**src/scrsw_pkg.sv**
```systemverilog
`timescale 1ns / 1ps
`default_nettype none

package scrsw_pkg;

   localparam int STAMP_W    = 32;
   localparam int SOURCE_W   = 2;
   localparam int SPEAKER_W  = 5;
   localparam int FIELD_W    = 32;
   localparam int REQ_DATA_W = 40;
   localparam int REQ_USER_W = 3;
   localparam int RSP_DATA_W = 4 * FIELD_W;

   typedef enum logic [SOURCE_W-1:0] {
      SRC_WINDOW = 2'd0,
      SRC_REF    = 2'd1,
      SRC_HYP    = 2'd2,
      SRC_SPARE  = 2'd3
   } source_type;

   typedef struct packed {
      logic [STAMP_W-1:0]   stamp;
      source_type           source;
      logic                 is_start;
      logic [SPEAKER_W-1:0] speaker;
   } token_type;

endpackage

`default_nettype wire

```
**src/scoring_region_sweep.sv**
```systemverilog
`timescale 1ns / 1ps
`default_nettype none

// Sweep over time-sorted segment boundary tokens (ends before starts at equal times). Each
// token passes an input register and then compares its time with the stored
// time of the previous token, updates the window flag or one speaker bit, and, when inside
// the scoring window and strictly later, loads one region (previous time, this time and the
// reference and hypothesis speaker masks as they were before the token) into the output
// register. One token is accepted every cycle while the output side keeps up; the region is
// loaded into the output register as the token leaves the input register, and a stalled
// output keeps the token waiting there. Speaker indices at or above MAX_SPEAKERS
// leave the masks unchanged, and times are truncated to TIME_BITS.
module scoring_region_sweep
   import scrsw_pkg::*;
#(
   parameter int MAX_SPEAKERS = 32,
   parameter int TIME_BITS    = 32
) (
   input  wire logic                  clock,
   input  wire logic                  reset,
   input  wire logic                  req_tvalid,
   output logic                       req_tready,
   // Bits from the lowest up: stamp[31:0], speaker[36:32], zero padding [39:37].
   input  wire logic [REQ_DATA_W-1:0] req_tdata,
   // Bits from the lowest up: source[1:0], is_start[2].
   input  wire logic [REQ_USER_W-1:0] req_tuser,
   output logic                       rsp_tvalid,
   input  wire logic                  rsp_tready,
   // Bits from the lowest up: region_begin[31:0], region_finish[63:32],
   // ref_speakers[95:64], hyp_speakers[127:96].
   output logic [RSP_DATA_W-1:0]      rsp_tdata
);

   localparam int TIME_W = (TIME_BITS < STAMP_W) ? TIME_BITS : STAMP_W;
   localparam int MASK_W = (MAX_SPEAKERS < FIELD_W) ? MAX_SPEAKERS : FIELD_W;

   logic                  tok_valid_ff, tok_valid_in;
   token_type             tok_ff, tok_in;
   logic [TIME_W-1:0]     last_time_ff, last_time_in;
   logic                  in_window_ff, in_window_in;
   logic [MASK_W-1:0]     ref_active_ff, ref_active_in;
   logic [MASK_W-1:0]     hyp_active_ff, hyp_active_in;
   logic                  rsp_valid_ff, rsp_valid_in;
   logic [RSP_DATA_W-1:0] rsp_data_ff, rsp_data_in;

   logic                  advance;
   logic                  process;
   logic                  emit;
   logic [TIME_W-1:0]     tok_time;
   logic [FIELD_W-1:0]    spk_onehot;
   logic [MASK_W-1:0]     spk_bit;

   assign advance    = !rsp_valid_ff || rsp_tready;
   assign req_tready = !tok_valid_ff || advance;
   assign process    = tok_valid_ff && advance;

   always_comb begin
      tok_in.stamp    = req_tdata[STAMP_W-1:0];
      tok_in.speaker  = req_tdata[STAMP_W +: SPEAKER_W];
      tok_in.source   = source_type'(req_tuser[SOURCE_W-1:0]);
      tok_in.is_start = req_tuser[SOURCE_W];
      tok_valid_in    = req_tready ? req_tvalid : tok_valid_ff;
   end

   assign tok_time   = tok_ff.stamp[TIME_W-1:0];
   assign emit       = in_window_ff && (tok_time > last_time_ff);
   assign spk_onehot = FIELD_W'(1) << tok_ff.speaker;
   assign spk_bit    = spk_onehot[MASK_W-1:0];

   always_comb begin
      last_time_in  = last_time_ff;
      in_window_in  = in_window_ff;
      ref_active_in = ref_active_ff;
      hyp_active_in = hyp_active_ff;
      if (process) begin
         last_time_in = tok_time;
         case (tok_ff.source)
            SRC_WINDOW: in_window_in = tok_ff.is_start;
            SRC_REF: begin
               ref_active_in = tok_ff.is_start ? (ref_active_ff | spk_bit)
                                               : (ref_active_ff & ~spk_bit);
            end
            SRC_HYP: begin
               hyp_active_in = tok_ff.is_start ? (hyp_active_ff | spk_bit)
                                               : (hyp_active_ff & ~spk_bit);
            end
            default: ;
         endcase
      end
   end

   always_comb begin
      rsp_valid_in = rsp_valid_ff;
      rsp_data_in  = rsp_data_ff;
      if (advance) begin
         rsp_valid_in = process && emit;
         rsp_data_in  = {FIELD_W'(hyp_active_ff), FIELD_W'(ref_active_ff),
                         FIELD_W'(tok_time), FIELD_W'(last_time_ff)};
      end
   end

   always_ff @(posedge clock) begin
      if (reset) begin
         tok_valid_ff  <= 1'b0;
         last_time_ff  <= '0;
         in_window_ff  <= 1'b0;
         ref_active_ff <= '0;
         hyp_active_ff <= '0;
         rsp_valid_ff  <= 1'b0;
      end else begin
         tok_valid_ff  <= tok_valid_in;
         last_time_ff  <= last_time_in;
         in_window_ff  <= in_window_in;
         ref_active_ff <= ref_active_in;
         hyp_active_ff <= hyp_active_in;
         rsp_valid_ff  <= rsp_valid_in;
      end
   end

   always_ff @(posedge clock) begin
      if (req_tready) begin
         tok_ff <= tok_in;
      end
      rsp_data_ff <= rsp_data_in;
   end

   assign rsp_tvalid = rsp_valid_ff;
   assign rsp_tdata  = rsp_data_ff;

`ifndef NO_ASSERTIONS
   a_region_forward: assert property (@(posedge clock) disable iff (reset)
      rsp_valid_ff |-> (rsp_data_ff[2*FIELD_W-1:FIELD_W] > rsp_data_ff[FIELD_W-1:0]))
      else $error("Region end is not later than its start.");

   a_outside_silent: assert property (@(posedge clock) disable iff (reset)
      (process && !in_window_ff) |=> !rsp_valid_ff)
      else $error("Region produced outside the scoring window.");

   a_time_stored: assert property (@(posedge clock) disable iff (reset)
      process |=> (last_time_ff == $past(tok_time)))
      else $error("Token time was not stored.");

   a_window_follows: assert property (@(posedge clock) disable iff (reset)
      (process && tok_ff.source == SRC_WINDOW) |=> (in_window_ff == $past(tok_ff.is_start)))
      else $error("Window flag does not follow the window token.");
`endif

endmodule

`default_nettype wire

```
**config.mk**
```make
export PLATFORM = sky130hd
export DESIGN_NAME = scoring_region_sweep
export DESIGN_NICKNAME = d
export VERILOG_FILES = /design/src/scrsw_pkg.sv /design/src/scoring_region_sweep.sv
export SDC_FILE = /design/constraint.sdc
export NUM_CORES = 1
export LEC_CHECK = 0
export ABC_AREA = 1
export BUFFER_PORTS_ARGS = -buffer_cell sky130_fd_sc_hd__buf_2
export CORE_MARGIN = 5
export CORE_UTILIZATION = 55
export DETAILED_ROUTE_END_ITERATION = 12
export GPL_ROUTABILITY_DRIVEN = 0
export PLACE_DENSITY = 0.79
export SETUP_SLACK_MARGIN = 0.1
export SLEW_MARGIN = 25
export SYNTH_ARGS = -nofsm -noshare
export SYNTH_HDL_FRONTEND = slang
export SYNTH_SLANG_ARGS = --single-unit
```
**constraint.sdc**
```tcl
create_clock -name clock -period 8.6 [get_ports clock]
set_input_delay 1.29 -clock clock [delete_from_list [all_inputs] [get_ports clock]]
set_output_delay 1.29 -clock clock [all_outputs]
set_load 0.05 [all_outputs]
```
# Word level (Yosys, flattened, before mapping)
# Cells that the tools add are included.
classes:
  magnitude_cmp: 1
  eq_ne: 2
  shift: 1
  mux: 2
  bitwise_logic: 5
  reduce_logical: 11
op_table:
  columns: ["cell", "n"]
  rows:
  - ["32-bit AND", 2]
  - ["32-bit two-way mux", 2]
  - ["32-bit OR", 2]
  - ["32-bit greater-than comparator", 1]
  - ["32-bit NOT", 1]
  - ["1-bit by 5-bit left shift with 32-bit output (first input constant)", 1]
  - ["2-bit AND reduction", 3]
  - ["1-bit logical AND", 3]
  - ["2-bit by 1-bit == test with 1-bit output (second input constant)", 1]
  - ["2-bit == test (second input constant)", 1]
  - ["1-bit logical NOT", 2]
  - ["2-bit logical NOT", 1]
  - ["1-bit logical OR", 2]
word_totals:
  ff_bits: 267
  in_bits: 47
  out_inout_bits: 130
  word_cells: 33

# Longest topological paths before layout
logic_depth:
  word_depth: 4
  depth_mapped: 15
  mapped_depth_nobuf: 15

# Worst setup path before layout
# Ideal clock, no wire load.
synth_path:
  path_type: "in2reg"
  from: "input port rsp_tready"
  to: "register (tool-made name)"
  setup_time_ns: 0.132
  t_arrival_ns: 3.836
  required_time_ns: 8.468
  slack_ns: 4.632
  stages: 8
  n_path_buf: 1
  path_cell_list: "inv_2 > nand2_2 > nand2_2 > nor3_4 > inv_4 > buf_6 > o21ai_1 > a21oi_1"
synth_rtl:
  columns: ["element", "line_no", "rtl"]
  rows:
  - ["start, declared", "scoring_region_sweep.sv:28", "input wire logic rsp_tready,"]

==> reports/qor.yml <==
synth:
  synth_top_area_cell: "edfxtp_1"
  seq_area_frac_synth_pct: 70.0
  ys.flop_type: "edfxtp_1"
  avgSynthCellArea_um2: 12.3
  synth_edf_count: 168
  syn-num-nets: 895
  yosys_warnings: 0
  synth_area_mm2: 0.0100
  synth_cell_types: 29
  async_reset_ff_share_pct: 0
  synthCells: 816
  yosysTopAreaCellShare_pct: 50.3
  synth.area.mux_share_pct: 0
  synthTopCellsByArea: "edfxtp_1 50%, dfxtp_1 20%, a21oi_1 4.0%"
  synthAdderAreaFrac_pct: 3.99
  yosys.area_share.simple_pct: 10.2
  synth_xor_area_share_pct: 0
  ys_ff_latch: 267
  synth_compound_gate_area_share_pct: 10.3
  synth_top_family_by_area: "compound AO/OA/AOI/OAI gates"
setup_path:
  worstPathRequired_ns: 9.05
  worstSetupPathType: "primary input to register"
  cp_slowest_cell: "buf_4"
  worstPathArrival_ns: 3.98
  ff2ff_setup_slack_ns: 5.57
  critPathLaunchType: "primary input"
  critPathMaxFanout: 130
  path_cells: "buf_2, inv_2, nand2_8, nand2_2, buf_4, nor3_4, buf_4, inv_4, o21ai_0, a21oi_1"
  critPathMaxStageDelay_ns: 0.57
  critPathCaptureType: "register"
  critPathMostFrequentCell: "buf_4"
cts:
  hold_buffers: 0
  post_cts_resized: 0
  insertion_delay_ns: 0.52
  clockBufferDepth: 3
  cts_root_buf: "clkbuf_16"
  clock-sinks: 267
  post-cts-setup-buffers: 0
  clk_pin_slew_ns: 0.06
  cts_tree: "done"
  h-tree-depth: 1
  cts_buffers: 27
final_layout:
  nNetsFinal: 1060
  layout_commonest_cell: "buf_2"
  fillers: 1301
  drive_gt1_share_pct: 26.6
  final_cell_mix: "172 x buf_2, 168 x edfxtp_1, 99 x dfxtp_1, 81 x a21oi_1, 72 x nand3_1"
  syn2layout_area_growth_pct: 18.5
  final_core_util_pct: 66.2
die:
  coreArea_mm2: 0.0180
  die_h_um: 145
  ios: 177
  num_rows: 49
  die_w_um: 145
  initial_core_util_pct: 55.9
  die_area_mm2: 0.0211
drt:
  vias_per_cell: 5.45
  drt_iter0_drc: 484
  postRouteAntennaNets: 0
  num_vias: 6716
  wl_mm: 22.0
  drc: 0
  wl_per_cell_um: 17.8
  dr.pass1.iters: 5
hold_path:
  hp-class: "register to register"
sta:
  final.period_utilization_pct: 41.0
  report.final.slew_viol_count: 0
  relSlewSlack_pct: 31.7
  clock.fmax_mhz: 283
  setup_viol: 0
  post-route-min-period_ns: 3.53
  fin_worst_skew_ns: 0.00763
  rsz0062_at_grt: "false"
  fin_tns_setup_ns: 0
  hold_viol: 0
  tightest_slew_ns: 1.02
power_and_ir_drop:
  swShare_pct: 23.6
  p_comb_share_pct: 7.1
  p_per_area_mw_per_mm2: 232
  intPower_mw: 2.11
  ir_worst_vdd_uv: 208
  p_leak_nw: 4.90
  power.switching_mw: 0.653
  pwr-share-seq_pct: 51.3
  p_total_mw: 2.77
  clockPowerShare_pct: 41.6
run_status:
  status: "finished clean"
grt:
  grtUsageTotal_pct: 20.1
  grt_overflow: 0
  grt_pass1_wl_mm: 35.1
  antenna_found_initial: 1
  grt_max_degree: 131
  grt_pass1_vias: 6631
placement:
  dp_hpwl_mm: 13.6
  port_buffers: 173
run:
  drv_cap: 0
power by group through the flow:
stage	sequential, mW	combinational (mW)	clock, mW
finish	1.42	0.196	1.15
global route	1.42	0.212	1.23
CTS	1.42	0.197	1.17
detailed placement	1.45	0.195	0
global placement	1.44	0.190	0
floorplan	1.51	0.0802	0
critical path, delay by kind of cell:
family / cells / cell delay [ns]
buffers and inverters: 5 / 1.48
AO/OA/AOI/OAI: 2 / 0.33
AND/OR/NAND/NOR: 3 / 0.83
cell type report:
| type | count | area, um2 | area share (%) |
|---|---|---|---|
| antenna | 1 | 2.50 | 0.0210 |
| clock buffer | 30 | 687 | 5.77 |
| clock inverter | 20 | 186 | 1.57 |
| inverter | 82 | 315 | 2.65 |
| multi-input combinational | 425 | 2490 | 20.9 |
| sequential | 267 | 7030 | 59.0 |
| tap | 229 | 287 | 2.41 |
| timing repair buffer | 178 | 910 | 7.64 |
cell families (layout without fill, tap and decap cells):
family          Yosys count  count (layout)
fa+ha+maj                32              32
buf+inv                 124             310
flops                   267             267
simple gates            211             211
other cells               0               1
compound gates          182             182
worst paths after layout:
| check | start | to | depth (start not counted) |
|---|---|---|---|
| setup reg to reg | rsp_tvalid$_SDFFE_PP0N_ | register | 8 |
| hold reg to reg | register | rsp_tdata[76]$_DFFE_PN_ | 0 |
| hold / removal | register | rsp_tdata[76]$_DFFE_PN_ | 0 |
| setup / recovery | rsp_tready | register | 10 |
Yosys cell counts (14+ instances only):
| master | count |
|---|---|
| buf_2 | 20 |
| ha_1 | 32 |
| a211oi_1 | 32 |
| a21oi_1 | 81 |
| edfxtp_1 | 168 |
| dfxtp_1 | 99 |
| clkbuf_1 | 14 |
| o21ai_1 | 52 |
| nand2_1 | 45 |
| inv_1 | 66 |
| nand3_1 | 73 |
| nor2_1 | 69 |
per-layer routing:
layer | vias up | part of all wire [%] | track usage, %
li1 | 3220 | - | -
met1 | 3225 | 43 | 27.9
met5 | - | 0 | 0
met3 | 50 | 6.0 | 3.34
met2 | 221 | 48 | 32.6
met4 | 0 | 3.0 | 6.86
stage by stage:
| stage | hold slack, ns | cells | area [um2] | worst slack [ns] |
|---|---|---|---|---|
| 4_1_cts | 0.426 | 1231 | 11900 | 4.96 |
| 3_5_place_dp | 0.413 | 1181 | 11000 | 4.42 |
| 5_1_grt | 0.436 | 1232 | 11900 | 4.77 |
| 2_1_floorplan | 0.402 | 816 | 10000 | 4.63 |
| 6_report | 0.426 | 1232 | 11900 | 5.07 |
| 3_3_place_gp | 0.408 | 1181 | 11000 | 4.49 |
No activity file was read; power rests on OpenSTA's default activity.
